### src/rtl/spmsc_pkg.sv
// shared types and constants of the module structure checker
`default_nettype none

package spmsc_pkg;

  // header framing
  localparam int unsigned HeaderWords = 5;
  localparam int unsigned HdrW        = 3;
  localparam int unsigned CountShift  = 16;
  localparam int unsigned CountW      = 16;
  localparam logic [31:0] VersionMask = 32'h00FF_0000;
  localparam logic [31:0] MagicReset  = 32'h0723_0203;

  // configuration register indexes
  localparam logic [1:0] RegMagic = 2'd0;

  // word queue between front and back
  localparam int unsigned FifoDepth = 4;
  localparam int unsigned FifoAw    = $clog2(FifoDepth);
  localparam int unsigned FifoCw    = $clog2(FifoDepth + 1);

  // verdict reason codes
  typedef enum logic [3:0] {
    R_OK         = 4'd0,
    R_SHORT      = 4'd1,
    R_MISALIGNED = 4'd2,
    R_MAGIC      = 4'd3,
    R_VERSION    = 4'd4,
    R_BOUND      = 4'd5,
    R_SCHEMA     = 4'd6,
    R_ZERO_COUNT = 4'd7,
    R_OVERRUN    = 4'd8
  } reason_t;

  // one queue entry: an assembled word and/or the end of a module
  typedef struct packed {
    logic [31:0] word;
    logic        has_word;
    logic        is_last;
    logic        misaligned;
  } entry_t;

endpackage

`default_nettype wire

### src/rtl/spmsc_front.sv
// byte assembler: builds little endian words and marks the module end
`default_nettype none

module spmsc_front
  import spmsc_pkg::*;
(
  input  wire logic       clk,
  input  wire logic       rst_n,
  input  wire logic       take,
  input  wire logic [7:0] data_byte,
  input  wire logic       last_byte,
  output logic            push,
  output entry_t          push_entry
);

  logic [1:0]  lane_r, lane_nxt;
  logic [23:0] partial_r, partial_nxt;
  logic        word_done;

  // lane 3 completes the word
  assign word_done = (lane_r == 2'd3);

  always_comb begin
    partial_nxt = partial_r;
    lane_nxt    = lane_r + 2'd1;
    case (lane_r)
      2'd0:    partial_nxt = {16'h0000, data_byte};
      2'd1:    partial_nxt = {8'h00, data_byte, partial_r[7:0]};
      2'd2:    partial_nxt = {data_byte, partial_r[15:0]};
      default: partial_nxt = 24'h000000;
    endcase
    // a new module starts after the last byte
    if (last_byte) begin
      lane_nxt    = 2'd0;
      partial_nxt = 24'h000000;
    end
  end

  // queue entry for word completion or module end
  assign push                  = take && (word_done || last_byte);
  assign push_entry.word       = {data_byte, partial_r};
  assign push_entry.has_word   = word_done;
  assign push_entry.is_last    = last_byte;
  assign push_entry.misaligned = !word_done;

  always_ff @(posedge clk) begin
    if (!rst_n) begin
      lane_r    <= 2'd0;
      partial_r <= 24'h000000;
    end else if (take) begin
      lane_r    <= lane_nxt;
      partial_r <= partial_nxt;
    end
  end

endmodule

`default_nettype wire

### src/rtl/spmsc_fifo.sv
// short show-ahead queue of word entries between front and back
`default_nettype none

module spmsc_fifo
  import spmsc_pkg::*;
(
  input  wire logic   clk,
  input  wire logic   rst_n,
  input  wire logic   push,
  input  wire entry_t push_entry,
  input  wire logic   pop,
  output entry_t      pop_entry,
  output logic        empty,
  output logic        full
);

  entry_t            mem [FifoDepth];
  logic [FifoAw-1:0] wr_ptr_r, rd_ptr_r;
  logic [FifoCw-1:0] cnt_r, cnt_nxt;
  logic              do_push, do_pop;

  assign empty     = (cnt_r == FifoCw'(0));
  assign full      = (cnt_r == FifoCw'(FifoDepth));
  assign do_push   = push && !full;
  assign do_pop    = pop && !empty;
  assign pop_entry = mem[rd_ptr_r];

  // occupancy
  always_comb begin
    cnt_nxt = cnt_r;
    if (do_push && !do_pop) cnt_nxt = cnt_r + FifoCw'(1);
    else if (do_pop && !do_push) cnt_nxt = cnt_r - FifoCw'(1);
  end

  // storage
  always_ff @(posedge clk) begin
    if (do_push) mem[wr_ptr_r] <= push_entry;
  end

  // pointers
  always_ff @(posedge clk) begin
    if (!rst_n) begin
      wr_ptr_r <= '0;
      rd_ptr_r <= '0;
      cnt_r    <= '0;
    end else begin
      if (do_push) wr_ptr_r <= wr_ptr_r + FifoAw'(1);
      if (do_pop)  rd_ptr_r <= rd_ptr_r + FifoAw'(1);
      cnt_r <= cnt_nxt;
    end
  end

endmodule

`default_nettype wire

### src/rtl/spmsc_back.sv
// word checker: header checks, instruction countdown and verdict register
`default_nettype none

module spmsc_back
  import spmsc_pkg::*;
(
  input  wire logic        clk,
  input  wire logic        rst_n,
  input  wire logic [31:0] magic,
  input  wire entry_t      entry,
  input  wire logic        entry_avail,
  output logic             pop,
  input  wire logic        out_ready,
  output logic             out_valid,
  output reason_t          out_reason
);

  logic [HdrW-1:0]   hdr_r, hdr_nxt;
  logic [CountW-1:0] left_r, left_nxt, count;
  reason_t           err_r, err_nxt, verdict, err_hit;
  logic              out_valid_r;
  reason_t           out_reason_r;
  logic              out_space;

  assign out_space = !out_valid_r || out_ready;
  assign pop       = entry_avail && (!entry.is_last || out_space);
  assign count     = entry.word[CountShift +: CountW];

  // word checks
  always_comb begin
    hdr_nxt  = hdr_r;
    left_nxt = left_r;
    err_hit  = R_OK;
    if (entry.has_word) begin
      if (hdr_r < HdrW'(HeaderWords)) begin
        unique case (hdr_r)
          3'd0:    if (entry.word != magic) err_hit = R_MAGIC;
          3'd1:    if ((entry.word & VersionMask) == 32'h0) err_hit = R_VERSION;
          3'd3:    if (entry.word == 32'h0) err_hit = R_BOUND;
          3'd4:    if (entry.word != 32'h0) err_hit = R_SCHEMA;
          default: err_hit = R_OK;
        endcase
        hdr_nxt = hdr_r + HdrW'(1);
      end else if (left_r != '0) begin
        left_nxt = left_r - CountW'(1);
      end else if (count == '0) begin
        err_hit = R_ZERO_COUNT;
      end else begin
        left_nxt = count - CountW'(1);
      end
    end
    err_nxt = (err_r == R_OK) ? err_hit : err_r;
  end

  // verdict with precedence
  always_comb begin
    if (hdr_nxt < HdrW'(HeaderWords))   verdict = R_SHORT;
    else if (entry.misaligned)          verdict = R_MISALIGNED;
    else if (err_nxt != R_OK)           verdict = err_nxt;
    else if (left_nxt != '0)            verdict = R_OVERRUN;
    else                                verdict = R_OK;
  end

  // stream state, cleared after each verdict
  always_ff @(posedge clk) begin
    if (!rst_n) begin
      hdr_r  <= '0;
      left_r <= '0;
      err_r  <= R_OK;
    end else if (pop) begin
      if (entry.is_last) begin
        hdr_r  <= '0;
        left_r <= '0;
        err_r  <= R_OK;
      end else begin
        hdr_r  <= hdr_nxt;
        left_r <= left_nxt;
        err_r  <= err_nxt;
      end
    end
  end

  // output register
  always_ff @(posedge clk) begin
    if (!rst_n) begin
      out_valid_r  <= 1'b0;
      out_reason_r <= R_OK;
    end else if (out_space) begin
      out_valid_r  <= pop && entry.is_last;
      out_reason_r <= verdict;
    end
  end

  assign out_valid  = out_valid_r;
  assign out_reason = out_reason_r;

endmodule

`default_nettype wire

### src/rtl/spirv_module_structure_checker_core.sv
// top level of the module structure checker
//
//  channel | direction | payload
//  in_     | slave     | tdata[7:0] data_byte, tlast last_byte
//  out_    | master    | tdata[0] module_valid, [4:1] fail_reason, [7:5] zero
//  cfg_    | apb       | reg 0 at 0x0: magic_word
//
// One byte is taken per cycle while in_tready is high. A byte that completes a word
// or ends the module enters a four-entry queue; the checker behind it handles one
// entry per cycle, and the verdict is registered at the checker's output.
// Reset is synchronous and active low; magic_word resets to 0x07230203.
// The checker waits only while a verdict is held by out_tready low; the queue
// then fills and in_tready falls.
`default_nettype none

module spirv_module_structure_checker_core
  import spmsc_pkg::*;
(
  input  wire logic        clk,
  input  wire logic        rst_n,
  // byte stream
  input  wire logic        in_tvalid,
  output logic             in_tready,
  input  wire logic [7:0]  in_tdata,   // [7:0] data_byte
  input  wire logic        in_tlast,   // last_byte
  // verdict stream
  output logic             out_tvalid,
  input  wire logic        out_tready,
  output logic [7:0]       out_tdata,  // [0] module_valid, [4:1] fail_reason, [7:5] zero
  // configuration
  input  wire logic        cfg_psel,
  input  wire logic        cfg_penable,
  input  wire logic        cfg_pwrite,
  input  wire logic [1:0]  cfg_paddr,
  input  wire logic [31:0] cfg_pwdata,
  output logic [31:0]      cfg_prdata,
  output logic             cfg_pready
);

  logic [31:0] magic_r;
  logic        cfg_wr;
  logic        take, push, pop, fifo_empty, fifo_full;
  entry_t      push_entry, pop_entry;
  reason_t     out_reason;

  // configuration register
  assign cfg_pready = 1'b1;
  assign cfg_wr     = cfg_psel && cfg_penable && cfg_pwrite && cfg_pready
                      && (cfg_paddr == RegMagic);
  assign cfg_prdata = (cfg_paddr == RegMagic) ? magic_r : 32'h0;

  always_ff @(posedge clk) begin
    if (!rst_n) begin
      magic_r <= MagicReset;
    end else if (cfg_wr) begin
      magic_r <= cfg_pwdata;
    end
  end

  // input transaction
  assign in_tready = !fifo_full;
  assign take      = in_tvalid && in_tready;

  spmsc_front u_front (
    .clk        (clk),
    .rst_n      (rst_n),
    .take       (take),
    .data_byte  (in_tdata),
    .last_byte  (in_tlast),
    .push       (push),
    .push_entry (push_entry)
  );

  spmsc_fifo u_fifo (
    .clk        (clk),
    .rst_n      (rst_n),
    .push       (push),
    .push_entry (push_entry),
    .pop        (pop),
    .pop_entry  (pop_entry),
    .empty      (fifo_empty),
    .full       (fifo_full)
  );

  spmsc_back u_back (
    .clk         (clk),
    .rst_n       (rst_n),
    .magic       (magic_r),
    .entry       (pop_entry),
    .entry_avail (!fifo_empty),
    .pop         (pop),
    .out_ready   (out_tready),
    .out_valid   (out_tvalid),
    .out_reason  (out_reason)
  );

  // result packing
  assign out_tdata = {3'b000, out_reason, (out_reason == R_OK)};

  // checks
  a_valid_matches_reason: assert property (@(posedge clk) disable iff (!rst_n)
    out_tvalid |-> (out_tdata[0] == (out_tdata[4:1] == R_OK)))
    else $error("module_valid disagrees with fail_reason");

  a_reason_range: assert property (@(posedge clk) disable iff (!rst_n)
    out_tvalid |-> (out_tdata[4:1] <= R_OVERRUN))
    else $error("fail_reason out of range");

  a_end_needs_space: assert property (@(posedge clk) disable iff (!rst_n)
    (pop && pop_entry.is_last) |-> (!out_tvalid || out_tready))
    else $error("verdict overwrote a held result");

endmodule

`default_nettype wire
### config.mk
export PLATFORM = sky130hd
export DESIGN_NAME = spirv_module_structure_checker_core
export DESIGN_NICKNAME = d
export VERILOG_FILES = /design/src/rtl/spmsc_pkg.sv /design/src/rtl/spmsc_front.sv /design/src/rtl/spmsc_fifo.sv /design/src/rtl/spmsc_back.sv /design/src/rtl/spirv_module_structure_checker_core.sv
export SDC_FILE = /design/constraint.sdc
export NUM_CORES = 1
export LEC_CHECK = 0
export ABC_AREA = 1
export BUFFER_PORTS_ARGS = -buffer_cell sky130_fd_sc_hd__buf_2
export CORE_MARGIN = 4
export CORE_UTILIZATION = 33
export DETAILED_ROUTE_END_ITERATION = 8
export GPL_TIMING_DRIVEN = 0
export HOLD_SLACK_MARGIN = 0.15
export PLACE_DENSITY = 0.48
export SLEW_MARGIN = 20
export SYNTH_ARGS = -nofsm -noshare
export SYNTH_HDL_FRONTEND = slang
export SYNTH_SLANG_ARGS = --single-unit
### constraint.sdc
create_clock -name clk -period 3.7 [get_ports clk]
set_input_delay 1.11 -clock clk [delete_from_list [all_inputs] [get_ports clk]]
set_output_delay 1.11 -clock clk [all_outputs]
set_load 0.005 [all_outputs]
After elaboration in Yosys (flattened, before gate mapping)
Memory sizes are Yosys's and may differ from the RTL's. A register that Yosys moved wholly into a read port is not among the register bits.
Index checks and enable logic that the tools add are counted.
- memory bits (writable): 140
- register bits: 93
- input port bits: 50
- memories kept: 1
- memories (name ; words ; bits a word ; read ports ; clocked after memory_dff ; write ports ; line ; RTL):
    u_fifo.mem ; 4 ; 35 ; 1 ; 1 ; 1 ; spmsc_fifo.sv:17 ; entry_t mem [FifoDepth];
- order comparisons: 2
- equal/unequal tests: 10
- add/sub/neg operators: 8
- mux-type cells: 33
- reductions and logical operators: 37
- operators with widths (operator ; count):
    16-bit 2-to-1 mux ; 5
    24-bit one-hot mux with 3 select lines ; 1
    32-bit zero test ; 2
    4-bit 2-to-1 mux ; 9
    32-bit 2-to-1 mux ; 1
    32-bit inequality test ; 1
    16-bit nonzero test ; 2
    32-bit nonzero test ; 1
    16-bit by 1-bit subtractor with 16-bit output, second input constant ; 2
    3-bit 2-to-1 mux ; 9
    24-bit 2-to-1 mux ; 1
    16-bit zero test ; 1
    4-bit one-hot mux with 4 select lines ; 1
    1-bit logical AND ; 11
    4-bit zero test ; 2
    2-bit 2-to-1 mux ; 4
    1-bit zero test ; 7
    2-bit by 1-bit adder with 2-bit output, second input constant ; 3
    3-bit by 1-bit adder with 3-bit output, second input constant ; 2
    3-bit == test, second input constant ; 2
    3-bit zero test ; 2
    3-bit < comparator, second input constant ; 2
    2-bit == test, second input constant ; 2
    2-bit zero test ; 2
    other kinds (11) ; 15

Longest topological paths before layout
- depth after elaboration: 10
- mapped depth: 26
- gate-level depth less buffers: 23

Hierarchy
Synthesis repeated with hierarchy kept, for this count alone.
- cells, all modules: 1420
- area total of the unflattened synthesis: 11755.0 um^2
- modules (own cells, without submodules) (module ; times used ; area each (um^2) ; cells each):
    spmsc_fifo ; 1 ; 5666.7 ; 408
    spmsc_back ; 1 ; 3138.0 ; 558
    spirv_module_structure_checker_core ; 1 ; 1697.9 ; 272
    spmsc_front ; 1 ; 1252.5 ; 182

Worst setup path before layout
OpenSTA, ideal clock, no wires.
- kind: input -> register
- from: input in_tvalid
- to: memory u_fifo.mem[0][0] (netlist name) (enable)
- path slack: 0.265 ns
- cell stages on the path: 4
- arrival: 3.008 ns
- data required time: 3.273 ns
- cell sequence: nand2_1 > nor2_1 > inv_1 > nor2_1
- cells in the longest elaborated chain, start to end: 5
- ends and longest elaborated chain (element ; line ; RTL):
    start: declaration ; spirv_module_structure_checker_core.sv:22 ; input wire logic in_tvalid,
    1-bit logical AND ; spirv_module_structure_checker_core.sv:62 ; assign take = in_tvalid && in_tready;
    1-bit logical AND ; spmsc_front.sv:40 ; assign push = take && (word_done || last_byte);
    1-bit logical AND ; spmsc_fifo.sv:24 ; assign do_push = push && !full;
    named net u_fifo.do_push ; spmsc_fifo.sv:20 ; logic do_push, do_pop;
    1-bit 2-to-1 mux ; spmsc_fifo.sv:37 ; if (do_push) mem[wr_ptr_r] <= push_entry;
    1-bit 2-to-1 mux (not written as such) ; spmsc_fifo.sv:37 ;
    end: declaration ; spmsc_fifo.sv:17 ;
The timed path passes the listed nets, and every way through them passes these cells.

Worst setup path in the final report
- from: input cfg_paddr[1]
- to: output cfg_prdata[28]
- cells in the longest elaborated chain, start to end: 2
- ends and longest elaborated chain (element ; line ; RTL):
    start: declaration ; spirv_module_structure_checker_core.sv:34 ; input wire logic [1:0] cfg_paddr,
    2-bit zero test ; spirv_module_structure_checker_core.sv:50 ; assign cfg_prdata = (cfg_paddr == RegMagic) ? magic_r : 32'h0;
    32-bit 2-to-1 mux ; spirv_module_structure_checker_core.sv:50 ;
    end: declaration ; spirv_module_structure_checker_core.sv:36 ; output logic [31:0] cfg_prdata,
Every way passes these cells.

==> metrics.txt <==
run status=finished clean; gr ovfl total=0; detailed-route wire length per cell=17.7 um; Hold Crit Class=reg -> reg; I/O pins=93; post-layout min period=3.49 ns; cell with the most instances after synthesis=sky130_fd_sc_hd__nand2_1; HPWL after detailed placement=about 25 mm; Post-synth top flop=sky130_fd_sc_hd__edfxtp_1; count of yosys warnings during synthesis=0; worst slew margin relative to its limit=0.374; actual slew at the worst max-slew pin=roughly 0.94 ns; floorplan die height=194 um; fraction of the cycle the final worst path needs=0.944; most instantiated cells after synthesis=448 x sky130_fd_sc_hd__nand2_1, 149 x sky130_fd_sc_hd__nand3_1, 140 x sky130_fd_sc_hd__edfxtp_1, 116 x sky130_fd_sc_hd__nor2_1, 105 x sky130_fd_sc_hd__inv_1; Setup Viol. Count Final=0; TritonCTS buffer count=28; placer congestion estimate=0.881; maximum number of pins on one net before global-route repair=21; count of port buffers added during placement=88; Initial Utilization=0.337; launch point of the worst hold path=u_back.left_r[4]; end point of the most critical hold path=u_back.left_r[4]; area post-placement=12500 sq um; CTS Root Cell=sky130_fd_sc_hd__clkbuf_16; syn_area_per_cell=8.35 sq um; clk_lat worst skew=0.58 ns; Critical Path Fanout Max=10; share of layout cells above drive strength 1=0.146; post-route design area=13600 sq um; H-tree level count=1; cell count of the worst reg-to-reg path=16; DRC errors left=0; top achievable clock speed=0.286 GHz; maximum clock insertion buffer count=3; largest area contributor in the synthesized netlist=sky130_fd_sc_hd__edfxtp_1; number of synthesized flops with an enable pin=140; Area Growth Syn to Fin=19.3%; CP Launch Type=input pin; number of global-route vias before repair=8784; classification of the worst setup path=in -> out; post-synthesis async set-or-reset flop share=0; Lkg Pwr=5.82 nW; number of design-rule violations left by the first detailed-router iteration=605; top post-synthesis cells by area=sky130_fd_sc_hd__edfxtp_1 37%, sky130_fd_sc_hd__dfxtp_1 17%, sky130_fd_sc_hd__nand2_1 15%; overall power of the completed layout=between 9 and 10 mW; via density per instance=4.76; total number of vias=slightly above 9000; RR Endpoint=u_fifo.cnt_r[2]; worst voltage drop across the vdd grid=approximately 0.33 mV; WP data required=2.59 ns; number of nets still failing antenna checks after routing=0; type of destination of the critical path=output pin; max-slew violation total from the final report=0; post-route clock skew=between 0.05 and 0.06 ns; count of final hold-check violations=0; area of the die=37600 sq um; setup slack of the most critical reg-to-reg path=approximately 0.28 ns; Critical Path AT=around 2.4 ns; width of the chip=a little under 200 um; clock tree from TritonCTS=done; post-synthesis cell type count=43; final wirelength=roughly 35 mm; total of flip-flops plus latches after synthesis=235; clock-pin slew on the worst setup and hold paths=0.06 ns; sink count of the clock tree=235; initial antenna violation count=0; core area=33800 sq um; First-pass DRT Iterations=5; GR Util All Layers=0.178; total number of placement rows=67; share of the core filled with cells in the final layout=0.403; cell depth of the worst hold path=2; post-synthesis sequential area ratio=0.536; maximum capacitance violations=0; synthesized instance count=around 1400; Nets=1556; total negative slack=0 ns; setup repair after global routing missed its margin=no; count of hold buffers inserted by post-cts repair=0; number of antenna repair diodes=0; area share of the largest cell type after synthesis=0.369; global-route wire length before repair=between 50 and 60 mm; post-synth design cell area=11400 sq um; power density over cell area=710 nW/um^2
[worst max path at each step]
stage            startpoint           endpoint  slack (ns)  depth (start not counted)
2_1_floorplan     in_tvalid   u_fifo.mem[0][0]        0.26                          4
4_1_cts            register    u_fifo.cnt_r[2]        0.17                         16
3_5_place_dp       register    u_fifo.cnt_r[2]       -0.56                         16
5_1_grt            register    u_fifo.cnt_r[2]        0.01                         16
6_report       cfg_paddr[1]     cfg_prdata[28]        0.21                          6
3_3_place_gp      in_tvalid  u_fifo.mem[2][12]       -1.74                          5
[flip-flops by register name (all words and copies together), names as in the netlist, named ones only]
name               count
u_back.out_valid       1
u_front.partial_r     24
u_back.err_r           4
u_back.out_reason      4
u_fifo.mem           140
magic_r               32
u_back.left_r         16
u_back.hdr_r           3
u_fifo.wr_ptr_r        2
u_fifo.cnt_r           3
u_front.lane_r         2
u_fifo.rd_ptr_r        2
[metrics by stage]
step	instances	hold slack, ns	setup slack [ns]
floorplan	1367	0.429	0.265
finish	1960	0.466	0.209
detailed placement	1908	0.459	-0.559
global placement	1903	0.447	-1.74
global route	1960	0.498	0.0147
CTS	1960	0.468	0.166
[final cells by class]
class / instances / area, sq um
Fill cell: 3421 / 20200
Buffer: 50 / 324
Multi-Input combinational cell: 967 / 4580
Inverter: 115 / 439
Clock inverter: 11 / 204
Tap cell: 448 / 561
Clock buffer: 41 / 841
Timing Repair Buffer: 93 / 548
Sequential cell: 235 / 6110
[cell usage in the layout, fill, tap and decap left out, drive strengths merged, types with 2 or more instances in the layout]
cell type,netlist,routed
xor2,8,8
nand4,9,9
a21oi,94,94
nand3b,3,3
o211ai,9,9
nor2,125,125
nand3,157,157
dfxtp,95,95
clkinv,3,9
nand2,469,469
a211oi,2,2
nor4,2,2
bufinv,0,5
o21ai,48,48
nor3,7,7
or2,2,2
xnor2,3,3
a2bb2oi,2,2
edfxtp,140,140
inv,112,112
buf,26,119
clkbuf,24,65
conb,2,4
ha,15,15
[worst max-delay path, cell delays in order]
cell and delay, ns:
sky130_fd_sc_hd__buf_2 0.07, sky130_fd_sc_hd__nor2_1 0.04, sky130_fd_sc_hd__inv_1 0.12, sky130_fd_sc_hd__clkbuf_1 0.59, sky130_fd_sc_hd__nor2_1 0.24, sky130_fd_sc_hd__buf_2 0.20
[layer usage]
layer  up-vias  global-route usage  part of all wire
met5         -                   0                 0
met1      4379               0.254              0.47
met3        49              0.0209             0.037
met4         0              0.0435             0.025
met2       155               0.291              0.46
li1       4754                   -                 -
[report_power, final]
group          total, mW  internal (mW)  switching, mW
logic               3.54           1.08           2.46
registers           3.08           2.97          0.111
clock network       3.04           1.92           1.12
[kinds of logic after synthesis]
group,count (synthesis),synth area share
adder cells (fa/ha/maj),16,0.0182
other,2,0.000659
XOR/XNOR,11,0.00846
multiplexers,1,0.000878
flip-flops,235,0.536
buffers and inverters,165,0.0667
AND/OR/NAND/NOR,774,0.294
AO/OA/AOI/OAI,161,0.0755
[timing repair]
action / in CTS / in global routing
resized for setup: 4 / 2
setup endpoints to repair: 3 / 1
buffers inserted: 0 / 0
(Power assumes the default switching activity.)
